`config.mk`:
```
export PLATFORM = sky130hd
export DESIGN_NAME = gf2m_field_arithmetic_unit_core
export DESIGN_NICKNAME = d
export VERILOG_FILES = /design/src/design/gf2m_pkg.sv /design/src/design/gf2m_dp.sv /design/src/design/gf2m_ctrl.sv /design/src/design/gf2m_field_arithmetic_unit_core.sv
export SDC_FILE = /design/constraint.sdc
export NUM_CORES = 2
export LEC_CHECK = 0
export BUFFER_PORTS_ARGS = -buffer_cell sky130_fd_sc_hd__buf_2
export CORE_MARGIN = 4
export CORE_UTILIZATION = 29
export DETAILED_ROUTE_END_ITERATION = 10
export PLACE_DENSITY = 0.49
export SETUP_SLACK_MARGIN = 0.2
export SLEW_MARGIN = 10
export SYNTH_ARGS = -nofsm -noshare
export SYNTH_HDL_FRONTEND = slang
export SYNTH_SLANG_ARGS = --single-unit
```
`constraint.sdc`:
```
create_clock -name clk -period 7.1 [get_ports clk]
set_input_delay 0.71 -clock clk [delete_from_list [all_inputs] [get_ports clk]]
set_output_delay 0.71 -clock clk [all_outputs]
set_load 0.01 [all_outputs]
```
`src/design/gf2m_pkg.sv`:
```
// ----------------------------------------------------------------------------
// gf2m_pkg
// Shared constants, codes and controller/datapath command types for the
// GF(2^m) arithmetic unit.
// ----------------------------------------------------------------------------
package gf2m_pkg;

    localparam int FIELD_W              = 64;
    localparam int DEG_W                = 7;
    localparam int CFG_IDX_W            = 1;
    localparam int DEFAULT_OPERAND_BITS = 64;

    // Operation codes.
    localparam logic [1:0] OP_ADD = 2'd0;
    localparam logic [1:0] OP_MUL = 2'd1;
    localparam logic [1:0] OP_RED = 2'd2;
    localparam logic [1:0] OP_INV = 2'd3;

    // Configuration register indexes.
    localparam logic [CFG_IDX_W-1:0] CFG_POLY_DEGREE = 1'b0;
    localparam logic [CFG_IDX_W-1:0] CFG_POLY_TAIL   = 1'b1;

    localparam logic [DEG_W-1:0]   DEG_RESET  = 7'd8;
    localparam logic [DEG_W-1:0]   DEG_MIN    = 7'd2;
    localparam logic [DEG_W-1:0]   DEG_MAX    = 7'd64;
    localparam logic [FIELD_W-1:0] TAIL_RESET = 64'd27;

    // Result source selection.
    typedef logic [1:0] res_sel_t;
    localparam res_sel_t SEL_ACC = 2'd0;
    localparam res_sel_t SEL_INV = 2'd1;
    localparam res_sel_t SEL_ERR = 2'd2;

    typedef struct packed {
        logic     load;
        logic     red_step;
        logic     mul_init;
        logic     mul_step;
        logic     inv_init;
        logic     inv_step;
        logic     finish;
        res_sel_t sel;
    } dp_cmd_t;

    typedef struct packed {
        logic [1:0] op;
        logic       inv_done;
        logic       inv_fail;
    } dp_status_t;

    // Multiply a reduced value by x modulo P.
    function automatic logic [FIELD_W-1:0] times_x(
        input logic [FIELD_W-1:0] r,
        input logic [FIELD_W-1:0] mask,
        input logic [FIELD_W-1:0] tbit,
        input logic [FIELD_W-1:0] tail
    );
        logic [FIELD_W-1:0] s;
        s = {r[FIELD_W-2:0], 1'b0} & mask;
        if ((r & tbit) != '0)
        begin
            s = s ^ tail;
        end
        return s;
    endfunction

endpackage

```
`src/design/gf2m_dp.sv`:
```
// ----------------------------------------------------------------------------
// gf2m_dp
// Datapath: configuration registers, serial Horner reducer and multiplier,
// shift-aligned Euclidean inverter and the output register.
// ----------------------------------------------------------------------------
module gf2m_dp #(
    parameter int OPERAND_BITS = gf2m_pkg::DEFAULT_OPERAND_BITS
) (
    input  logic                                 clk,
    input  logic                                 rst_n,
    input  logic                                 cfg_wr_en,
    input  logic [gf2m_pkg::CFG_IDX_W-1:0]       cfg_index,
    input  logic [gf2m_pkg::FIELD_W-1:0]         cfg_data,
    input  logic [1:0]                           op,
    input  logic [OPERAND_BITS-1:0]              operand_a,
    input  logic [OPERAND_BITS-1:0]              operand_b,
    input  gf2m_pkg::dp_cmd_t                    cmd,
    output gf2m_pkg::dp_status_t                 status,
    output logic [gf2m_pkg::FIELD_W-1:0]         result,
    output logic                                 error
);
    import gf2m_pkg::*;

    localparam int WIDE_W = 2 * FIELD_W;

    logic [DEG_W-1:0]        poly_degree_reg;
    logic [FIELD_W-1:0]      poly_tail_reg;

    logic [DEG_W-1:0]        m_eff;
    logic [FIELD_W-1:0]      mask_w;
    logic [FIELD_W-1:0]      tbit_w;

    logic [DEG_W-1:0]        m_reg, m_next;
    logic [FIELD_W-1:0]      mask_reg, mask_next;
    logic [FIELD_W-1:0]      tbit_reg, tbit_next;
    logic [FIELD_W-1:0]      tail_reg, tail_next;
    logic [1:0]              op_reg, op_next;
    logic [OPERAND_BITS-1:0] src_reg, src_next;
    logic [OPERAND_BITS-1:0] b_reg, b_next;
    logic [FIELD_W-1:0]      ared_reg, ared_next;
    logic [FIELD_W-1:0]      r_reg, r_next;
    logic [FIELD_W:0]        u_reg, u_next;
    logic [FIELD_W:0]        v_reg, v_next;
    logic [WIDE_W-1:0]       h1_reg, h1_next;
    logic [WIDE_W-1:0]       h2_reg, h2_next;
    logic [DEG_W-1:0]        du_reg, du_next;
    logic [DEG_W-1:0]        dv_reg, dv_next;
    logic [FIELD_W-1:0]      result_reg, result_next;
    logic                    error_reg, error_next;

    // Configuration registers.
    always_ff @(posedge clk or negedge rst_n)
    begin
        if (!rst_n)
        begin
            poly_degree_reg <= DEG_RESET;
            poly_tail_reg   <= TAIL_RESET;
        end
        else if (cfg_wr_en)
        begin
            unique case (cfg_index)
                CFG_POLY_DEGREE: poly_degree_reg <= cfg_data[DEG_W-1:0];
                CFG_POLY_TAIL:   poly_tail_reg   <= cfg_data;
                default:         poly_tail_reg   <= poly_tail_reg;
            endcase
        end
    end

    // Effective degree and its masks, captured when an item is loaded.
    always_comb
    begin
        if (poly_degree_reg < DEG_MIN)
        begin
            m_eff = DEG_MIN;
        end
        else if (poly_degree_reg > DEG_MAX)
        begin
            m_eff = DEG_MAX;
        end
        else
        begin
            m_eff = poly_degree_reg;
        end
        mask_w = {FIELD_W{1'b1}} >> (DEG_MAX - m_eff);
        tbit_w = {{(FIELD_W-1){1'b0}}, 1'b1} << (m_eff - 7'd1);
    end

    // Next-state logic of the datapath.
    always_comb
    begin
        m_next      = m_reg;
        mask_next   = mask_reg;
        tbit_next   = tbit_reg;
        tail_next   = tail_reg;
        op_next     = op_reg;
        src_next    = src_reg;
        b_next      = b_reg;
        ared_next   = ared_reg;
        r_next      = r_reg;
        u_next      = u_reg;
        v_next      = v_reg;
        h1_next     = h1_reg;
        h2_next     = h2_reg;
        du_next     = du_reg;
        dv_next     = dv_reg;
        result_next = result_reg;
        error_next  = error_reg;

        if (cmd.load)
        begin
            m_next    = m_eff;
            mask_next = mask_w;
            tbit_next = tbit_w;
            tail_next = poly_tail_reg & mask_w;
            op_next   = op;
            src_next  = (op == OP_ADD) ? (operand_a ^ operand_b) : operand_a;
            b_next    = operand_b;
            r_next    = '0;
        end

        // One Horner step of the reduction, top bit first.
        if (cmd.red_step)
        begin
            r_next   = times_x(r_reg, mask_reg, tbit_reg, tail_reg)
                       ^ {{(FIELD_W-1){1'b0}}, src_reg[OPERAND_BITS-1]};
            src_next = {src_reg[OPERAND_BITS-2:0], 1'b0};
        end

        if (cmd.mul_init)
        begin
            ared_next = r_reg;
            r_next    = '0;
        end

        // One interleaved multiply step, multiplier bits top first.
        if (cmd.mul_step)
        begin
            r_next = times_x(r_reg, mask_reg, tbit_reg, tail_reg)
                     ^ (b_reg[OPERAND_BITS-1] ? ared_reg : '0);
            b_next = {b_reg[OPERAND_BITS-2:0], 1'b0};
        end

        // Operands of the inverter are kept aligned to the top bit.
        if (cmd.inv_init)
        begin
            u_next  = {1'b0, r_reg};
            du_next = DEG_MAX;
            v_next  = {1'b1, {FIELD_W{1'b0}}} | ({1'b0, tail_reg} << (DEG_MAX - m_reg));
            dv_next = m_reg;
            h1_next = {{(WIDE_W-1){1'b0}}, 1'b1};
            h2_next = '0;
        end

        if (cmd.inv_step)
        begin
            if (!u_reg[FIELD_W])
            begin
                u_next  = {u_reg[FIELD_W-1:0], 1'b0};
                h1_next = {h1_reg[WIDE_W-2:0], 1'b0};
                du_next = du_reg - 7'd1;
            end
            else if (du_reg < dv_reg)
            begin
                u_next  = v_reg;
                v_next  = u_reg;
                h1_next = h2_reg;
                h2_next = h1_reg;
                du_next = dv_reg;
                dv_next = du_reg;
            end
            else
            begin
                u_next  = u_reg ^ v_reg;
                h1_next = h1_reg ^ h2_reg;
            end
        end

        if (cmd.finish)
        begin
            case (cmd.sel)
                SEL_INV:
                begin
                    result_next = h1_reg[WIDE_W-1:FIELD_W];
                    error_next  = 1'b0;
                end
                SEL_ERR:
                begin
                    result_next = '0;
                    error_next  = 1'b1;
                end
                default:
                begin
                    result_next = r_reg;
                    error_next  = 1'b0;
                end
            endcase
        end
    end

    // Working registers; control lives in the controller.
    always_ff @(posedge clk)
    begin
        m_reg      <= m_next;
        mask_reg   <= mask_next;
        tbit_reg   <= tbit_next;
        tail_reg   <= tail_next;
        op_reg     <= op_next;
        src_reg    <= src_next;
        b_reg      <= b_next;
        ared_reg   <= ared_next;
        r_reg      <= r_next;
        u_reg      <= u_next;
        v_reg      <= v_next;
        h1_reg     <= h1_next;
        h2_reg     <= h2_next;
        du_reg     <= du_next;
        dv_reg     <= dv_next;
        result_reg <= result_next;
        error_reg  <= error_next;
    end

    // Status back to the controller.
    assign status.op       = op_reg;
    assign status.inv_done = u_reg[FIELD_W] && (du_reg == '0);
    assign status.inv_fail = (u_reg == '0);

    assign result = result_reg;
    assign error  = error_reg;

endmodule

```
`src/design/gf2m_ctrl.sv`:
```
// ----------------------------------------------------------------------------
// gf2m_ctrl
// Controller: sequences reduction, multiplication and inversion steps and
// owns the input and output handshakes.
// ----------------------------------------------------------------------------
module gf2m_ctrl #(
    parameter int OPERAND_BITS = gf2m_pkg::DEFAULT_OPERAND_BITS
) (
    input  logic                 clk,
    input  logic                 rst_n,
    input  logic                 in_valid,
    output logic                 in_ready,
    output logic                 out_valid,
    input  logic                 out_ready,
    input  gf2m_pkg::dp_status_t status,
    output gf2m_pkg::dp_cmd_t    cmd
);
    import gf2m_pkg::*;

    localparam int CNT_W = $clog2(OPERAND_BITS);
    localparam logic [CNT_W-1:0] CNT_LAST = CNT_W'(OPERAND_BITS - 1);

    localparam logic [2:0] ST_IDLE = 3'd0;
    localparam logic [2:0] ST_RED  = 3'd1;
    localparam logic [2:0] ST_PREP = 3'd2;
    localparam logic [2:0] ST_MUL  = 3'd3;
    localparam logic [2:0] ST_INV  = 3'd4;
    localparam logic [2:0] ST_FIN  = 3'd5;

    logic [2:0]       state_reg, state_next;
    logic [CNT_W-1:0] cnt_reg, cnt_next;
    res_sel_t         sel_reg, sel_next;
    logic             out_valid_reg, out_valid_next;
    logic             slot_free;

    assign slot_free = !out_valid_reg || out_ready;

    // Sequencer.
    always_comb
    begin
        state_next     = state_reg;
        cnt_next       = cnt_reg;
        sel_next       = sel_reg;
        out_valid_next = out_valid_reg && !out_ready;
        cmd            = '0;
        cmd.sel        = sel_reg;

        unique case (state_reg)
            ST_IDLE:
            begin
                if (in_valid)
                begin
                    cmd.load   = 1'b1;
                    cnt_next   = CNT_LAST;
                    state_next = ST_RED;
                end
            end
            ST_RED:
            begin
                cmd.red_step = 1'b1;
                cnt_next     = cnt_reg - 1'b1;
                if (cnt_reg == '0)
                begin
                    if (status.op == OP_MUL || status.op == OP_INV)
                    begin
                        state_next = ST_PREP;
                    end
                    else
                    begin
                        sel_next   = SEL_ACC;
                        state_next = ST_FIN;
                    end
                end
            end
            ST_PREP:
            begin
                if (status.op == OP_MUL)
                begin
                    cmd.mul_init = 1'b1;
                    cnt_next     = CNT_LAST;
                    state_next   = ST_MUL;
                end
                else
                begin
                    cmd.inv_init = 1'b1;
                    state_next   = ST_INV;
                end
            end
            ST_MUL:
            begin
                cmd.mul_step = 1'b1;
                cnt_next     = cnt_reg - 1'b1;
                if (cnt_reg == '0)
                begin
                    sel_next   = SEL_ACC;
                    state_next = ST_FIN;
                end
            end
            ST_INV:
            begin
                if (status.inv_fail)
                begin
                    sel_next   = SEL_ERR;
                    state_next = ST_FIN;
                end
                else if (status.inv_done)
                begin
                    sel_next   = SEL_INV;
                    state_next = ST_FIN;
                end
                else
                begin
                    cmd.inv_step = 1'b1;
                end
            end
            ST_FIN:
            begin
                if (slot_free)
                begin
                    cmd.finish     = 1'b1;
                    out_valid_next = 1'b1;
                    state_next     = ST_IDLE;
                end
            end
            default:
            begin
                state_next = ST_IDLE;
            end
        endcase
    end

    always_ff @(posedge clk or negedge rst_n)
    begin
        if (!rst_n)
        begin
            state_reg     <= ST_IDLE;
            cnt_reg       <= '0;
            sel_reg       <= SEL_ACC;
            out_valid_reg <= 1'b0;
        end
        else
        begin
            state_reg     <= state_next;
            cnt_reg       <= cnt_next;
            sel_reg       <= sel_next;
            out_valid_reg <= out_valid_next;
        end
    end

    assign in_ready  = (state_reg == ST_IDLE);
    assign out_valid = out_valid_reg;

endmodule

```
`src/design/gf2m_field_arithmetic_unit_core.sv`:
```
// Add and reduce pass through the one-bit-per-cycle Horner reducer; multiply
// reduces operand A that way and then runs the one-bit-per-cycle multiplier.
// Inverse reduces the operand, then runs Euclid shift, swap and subtract
// steps until the inverse is found or fails. One item at a time; a new item is
// accepted while the previous result waits in the output register.
// Reset clears control; configuration returns to x^8+x^4+x^3+x+1.
// ----------------------------------------------------------------------------
// gf2m_field_arithmetic_unit_core
// Binary-field add, multiply, reduce and invert modulo a configurable P(x).
// ----------------------------------------------------------------------------
module gf2m_field_arithmetic_unit_core #(
    parameter int OPERAND_BITS = gf2m_pkg::DEFAULT_OPERAND_BITS
) (
    input  logic                           clk,
    input  logic                           rst_n,
    input  logic                           cfg_wr_en,
    input  logic [gf2m_pkg::CFG_IDX_W-1:0] cfg_index,
    input  logic [gf2m_pkg::FIELD_W-1:0]   cfg_data,
    input  logic                           in_valid,
    output logic                           in_ready,
    input  logic [1:0]                     op,
    input  logic [OPERAND_BITS-1:0]        operand_a,
    input  logic [OPERAND_BITS-1:0]        operand_b,
    output logic                           out_valid,
    input  logic                           out_ready,
    output logic [gf2m_pkg::FIELD_W-1:0]   result,
    output logic                           error
);
    import gf2m_pkg::*;

    dp_cmd_t    cmd;
    dp_status_t status;

    // Sequencer.
    gf2m_ctrl #(
        .OPERAND_BITS(OPERAND_BITS)
    ) u_ctrl (
        .clk       (clk),
        .rst_n     (rst_n),
        .in_valid  (in_valid),
        .in_ready  (in_ready),
        .out_valid (out_valid),
        .out_ready (out_ready),
        .status    (status),
        .cmd       (cmd)
    );

    // Arithmetic.
    gf2m_dp #(
        .OPERAND_BITS(OPERAND_BITS)
    ) u_dp (
        .clk       (clk),
        .rst_n     (rst_n),
        .cfg_wr_en (cfg_wr_en),
        .cfg_index (cfg_index),
        .cfg_data  (cfg_data),
        .op        (op),
        .operand_a (operand_a),
        .operand_b (operand_b),
        .cmd       (cmd),
        .status    (status),
        .result    (result),
        .error     (error)
    );

endmodule

```
Word level (Yosys, flattened, before mapping)
Index checks and enable logic that the tools add are counted.
W data, S select, Z words.
{ "totals": {"register_bits": 1005, "latch_bits": 0, "ramBits": 0, "mem_bits_ro": 0, "memories": 0} }
{ "op_classes": {"n_addsub": 5, "mul": 0, "n_div": 0, "order_cmp": 3, "n_eq_ne": 16, "shift": 3, "mux": 74, "n_bitwise": 10, "n_reduce_logical": 24} }
{ "op_table": {"columns": ["cell", "count"], "rows": [
  ["$mux W128", 8],
  ["$mux W64", 13],
  ["$mux W65", 8],
  ["$and A64 B64 Y64", 3],
  ["$xor A64 B64 Y64", 3],
  ["$pmux W64 S2", 1],
  ["$xor A128 B128 Y128", 1],
  ["$mux W7", 10],
  ["$logic_not A65 Y1", 1],
  ["$xor A65 B65 Y65", 1],
  ["$reduce_bool A64 Y1", 1],
  ["$shl A1 B7 Y64 const A", 1],
  ["$shl A64 B7 Y64", 1],
  ["$shr A64 B7 Y64 const A", 1],
  ["$xor A64 B1 Y64", 1],
  ["$mux W3", 8],
  ["$pmux W3 S6", 1],
  ["$pmux W6 S3", 1],
  ["$mux W1", 16],
  ["$sub A7 B1 Y7 const B", 2],
  ["$sub A7 B7 Y7 const A", 2],
  ["$mux W6", 2],
  ["$mux W2", 5],
  ["$reduce_and A5 Y1", 2],
  ["other kinds (27)", 42]
]} }

Depth between registers and ports, before layout
{ "depth": {"depth_word": 8, "mapped_depth": 17, "mapped_depth_nobuf": 12} }

Cells and area by module
From an unflattened synthesis, not the netlist that was laid out.
{ "unflattened": {"cells_unflattened": 4667, "hier_area_um2": 51049.0} }
{ "modules_own_cells": {"columns": ["module", "instances", "cells_per_inst", "area_per_inst_um2", "seq_area_each_um2"], "rows": [
  ["gf2m_dp", 1, 4585, 50308.2, 27347.5],
  ["gf2m_ctrl", 1, 82, 740.7, 300.3]
]} }

Least setup slack after synthesis
OpenSTA, ideal clock, no wires.
{ "synth_timing": {"path_type": "register to register", "from": "register u_ctrl.state_reg[1]", "to": "register u_dp.b_reg[56], data pin", "setup_ns": 0.160, "arrival_time_ns": 7.665, "t_required_ns": 6.940, "path_slack_ns": -0.725, "path_stages_with_launch": 8, "path_buffers": 3, "synth_period_minus_slack_ns": 7.825, "path_cell_list": "dfrtp_1 -> clkbuf_1 -> nor3_1 -> nand2_1 -> clkbuf_1 -> inv_1 -> clkbuf_1 -> a22o_1"} }
{ "synth_via": {"elab_chain_cells": 3} }
{ "synth_rtl": {"columns": ["element", "line_no", "source"], "rows": [
  ["from (decl)", "gf2m_ctrl.sv:30", "logic [2:0] state_reg, state_next;"],
  ["from (signal assigned)", "gf2m_ctrl.sv:143", "state_reg <= state_next;"],
  ["$eq A3 B2 Y1", "gf2m_ctrl.sv:48", "unique case (state_reg)"],
  ["$mux W1", "gf2m_ctrl.sv:48", null],
  ["$mux W64", "gf2m_dp.sv:136", "if (cmd.mul_step)"],
  ["named net u_dp.b_next[56]", "gf2m_dp.sv:39", "logic [OPERAND_BITS-1:0] b_reg, b_next;"],
  ["to (signal assigned)", "gf2m_dp.sv:209", "b_reg <= b_next;"],
  ["to (decl)", "gf2m_dp.sv:39", null]
]} }
The timed path passes the listed nets, and every way through them passes these cells.
A chain may end at the register's enable or synchronous reset.

Final worst setup path
{ "layout_timing": {"from": "register u_dp.m_reg[0]", "to": "register u_dp.v_reg[23]"} }
{ "layout_via": {"elab_chain_cells": 6} }
{ "layout_rtl": {"columns": ["element", "line_no", "source"], "rows": [
  ["from (decl)", "gf2m_dp.sv:33", "logic [DEG_W-1:0] m_reg, m_next;"],
  ["from (signal assigned)", "gf2m_dp.sv:203", "m_reg <= m_next;"],
  ["$sub A7 B7 Y7 (*)", "gf2m_dp.sv:148", "v_next = {1'b1, {FIELD_W{1'b0}}} | ({1'b0, tail_reg} << (DEG_MAX - m_reg));"],
  ["$shl A64 B7 Y64 (*)", "gf2m_dp.sv:148", null],
  ["$mux W65 (*)", "gf2m_dp.sv:144", "if (cmd.inv_init)"],
  ["$mux W65", "gf2m_dp.sv:162", "else if (du_reg < dv_reg)"],
  ["$mux W65", "gf2m_dp.sv:156", "if (!u_reg[FIELD_W])"],
  ["$mux W65 (*)", "gf2m_dp.sv:154", "if (cmd.inv_step)"],
  ["named net u_dp.v_next[23]", "gf2m_dp.sv:43", "logic [FIELD_W:0] v_reg, v_next;"],
  ["to (signal assigned)", "gf2m_dp.sv:213", "v_reg <= v_next;"],
  ["to (decl)", "gf2m_dp.sv:43", null]
]} }
Mark *: on every way through the listed nets, which the timed path passes. The rest lies on a longest branch.

==> impl_results.md <==
* Synth Warn # at 0
* Power Density at 479 mW/mm^2
* Critical Path Source Type: flip-flop
* Final WL at 172000 um
* Pre-CTS setup slack at 2910 ps
* Post-CTS Repair Setup Buffers at 0
* CTS tree: done
* Number of cell rows at 151
* Core area at 0.169 sq mm
* CP top delay family: multiplexers
* Vias in the first global route at 35000
* Total GRT Usage at 18.8%
* Post-Synthesis Cells at 4616
* Worst path arrival time at 4830 ps
* Register area at 0.0276 sq mm
* Clock latency on the worst-skew pair at 780 ps
* # resized after CTS at 0
* CTS H-tree lvls at 3
* Largest stage delay on the critical path at 640 ps
* Initial antenna violation count at 22
* Largest net degree at the start of global routing at 195
* CP max FO at 39
* Relative slew slack at 14.8%
* # DRC at 0
* Dpl hpwl at 112000 um
* Routed via count at 37200
* Fmax at 238 MHz
* Drt initial violations at 3825
* Yosys top cell by area: edfxtp_1
* Post-synth EDFFs at 712
* Worst Setup Slack, final at 2900 ps
* Final hold vios at 0
* Crit-path cells: inv_2 -> ha_4 -> buf_4 -> mux2_2 -> mux2_2 -> mux2i_1 -> mux2i_1 -> o21ai_0 -> o211a_1 -> a21oi_1
* Die Ht at 420 um
* I/O pins at 267
* Final setup fails at 0
* Syn avg cell area at 10.7 sq um
* Leakage power total at 0.0204 uW
* GPL Wtd Cong at 0.945
* CTS Sinks at 1004
* Distinct cell type count after synthesis at 81
* Die area at 0.177 sq mm
* Hold_ws at 174 ps
* First-pass detailed-route iteration total at 8
* Outcome: complete, no violations
* Final ANT Viol Nets at 0
* Layout net count at 4949
* Synth Flop Type: edfxtp_1
* Slew Viols, Final at 0
* Max clock buf depth at 3
* Global-route wire length before repair at 248000 um
* Seq/Total Area, Yosys at 56.1%
* Hold Path Class: input pin to flip-flop
* Initial cell density of the core at 29.1%
* WP buf/inv at 2
* Fill count at 17200
* Clock-pin slew on the worst setup and hold paths at 60 ps
* Maximum vdd drop at 0.000459 V
* Average wire per standard cell at 24.3 um
* #FFs+latches synth at 1004
* Vias per cell at 5.27
* Finished Cell Area at 0.0567 sq mm
* Area Growth Syn to Fin at 14.9%
* RSZ-0062 raised after global routing: no
* Syn Nets at 4835
* Async SR Flop Fraction at 8.27%
* Cell with the most instances after synthesis: nand2_1
* Area of the multi-input gates at 0.0202 sq mm
* Clock skew at 106 ps
* Top cells by area, synth: edfxtp_1 (43%), dfxtp_1 (8.5%), nand2_1 (6.5%), xor2_1 (4.6%), dfrtp_1 (4.0%)
* CTS buffer count at 117
* Req. time, crit path at 7730 ps
* Die Wd at 420 um
* Worst setup EP type: flip-flop
* Area after DPL at 0.0528 sq mm
* Post-Syn Area at 0.0493 sq mm
* Final setup TNS at 0 ps
* CP max stage cell: ha_4
* Tightest Pin Transition at 1280 ps
* Max cap viols at 0
* Share of cells above drive strength 1 at 14.8%
* Final min period at 4200 ps
* Synth top area share at 43.4%
* Period utilisation layout at 59.2%
* Root Driver: clkbuf_16
* CP Class: flip-flop to flip-flop
* GRT overflow at 0
* Port Buf Inserts at 266
* Top post-synthesis cells by count: nand2_1 (853), edfxtp_1 (712), nor2_1 (360)
==> area by class of cell <==
cell class	instances	share of cell area, %
clock buffer	171	5.88
clock inverter	50	0.947
tap	2218	4.90
antenna	7	0.0309
timing repair buffer	330	3.32
multi-input combinational	3219	35.7
sequential	1004	48.8
inverter	58	0.398
==> kinds of logic after synthesis <==
| group | count (synthesis) | share of synthesized area, % |
|---|---|---|
| muxes | 242 | 6.59 |
| xor gates and xnor gates | 267 | 4.83 |
| AOI/OAI and AO/OA | 1013 | 13.9 |
| buffers and inverters | 393 | 3.30 |
| and+or+nand+nor | 1678 | 14.8 |
| adders and majority gates | 19 | 0.482 |
| DFF | 1004 | 56.1 |
==> cells in the final DEF (no fill, tap or decap), types with 10 or more instances in the layout <==
cell type,count
nand2_1,849
edfxtp_1,712
nor2_1,355
buf_2,265
xor2_1,258
o21ai_0,253
dfxtp_1,209
nor3_1,177
a21oi_1,158
a22o_1,146
a211oi_1,133
clkbuf_16,119
mux2i_1,93
mux2_2,92
and3_1,79
dfrtp_1,78
o31ai_1,68
a21boi_0,66
buf_4,59
mux4_2,57
and2_1,56
inv_1,53
a221oi_1,48
clkbuf_1,36
nor3b_1,34
nand3_1,27
a31oi_1,25
clkinv_2,24
a22oi_1,18
nand2b_1,17
nor4_1,17
ha_1,17
nor2b_1,16
clkbuf_8,16
a32oi_1,11
a2bb2oi_1,10
==> power breakdown <==
group | leakage, uW | total [uW] | internal, uW | switching, uW
Sequential | 0.00942 | 11600 | 9230 | 2410
Combinational | 0.00910 | 9410 | 3250 | 6160
Clock | 0.00189 | 6110 | 3510 | 2590
Total | 0.0204 | 27200 | 16000 | 11200
==> worst reg2reg max path, stage by stage (launching register included) <==
cell      delay [ps]
edfxtp_1         400
inv_2            470
ha_4             650
buf_4            630
mux2_2           450
mux2_2           280
mux2i_1          420
mux2i_1          250
o21ai_0          320
o211a_1          180
a21oi_1           40
==> what timing repair did <==
item                                   CTS  global route
setup endpoints to repair                0             0
endpoints found under the hold margin   22             0
hold buffers                             1             0
==> metrics by stage <==
stage | power, uW | util [%] | std cells
6_report | 27200 | 33.5 | 7057
3_5_place_dp | 21000 | 31.2 | 6828
2_1_floorplan | 17200 | - | 4616
4_1_cts | 27200 | 33.5 | 7050
3_3_place_gp | 20900 | 31.2 | 6828
5_1_grt | 28700 | 33.5 | 7054
==> layer usage <==
metal  global-route usage, %  vias to the layer above  wire (um)
met2                    28.2                     1330      76100
met3                    4.28                      271      13500
met1                    26.4                    18600      75800
li1                        -                    17000          -
met4                    7.25                        6       6450
met5                       0                        -         40
==> path summary, 6_finish.rpt <==
path	start	to	cells after the start	slack, ps
min	cfg_data[38]	u_dp.poly_tail_reg[38]	2	170
min reg2reg	u_dp.b_reg[0]	u_dp.b_reg[0]	2	450
max	u_dp.m_reg[0]	u_dp.v_reg[23]	10	2900
max in group asynchronous	rst_n	u_dp.poly_tail_reg[27]	3	5480
min in group asynchronous	rst_n	u_dp.poly_tail_reg[62]	2	440
max reg2reg	u_dp.m_reg[0]	u_dp.v_reg[23]	10	2900
Note: power is estimated with default switching activity, not from simulation.
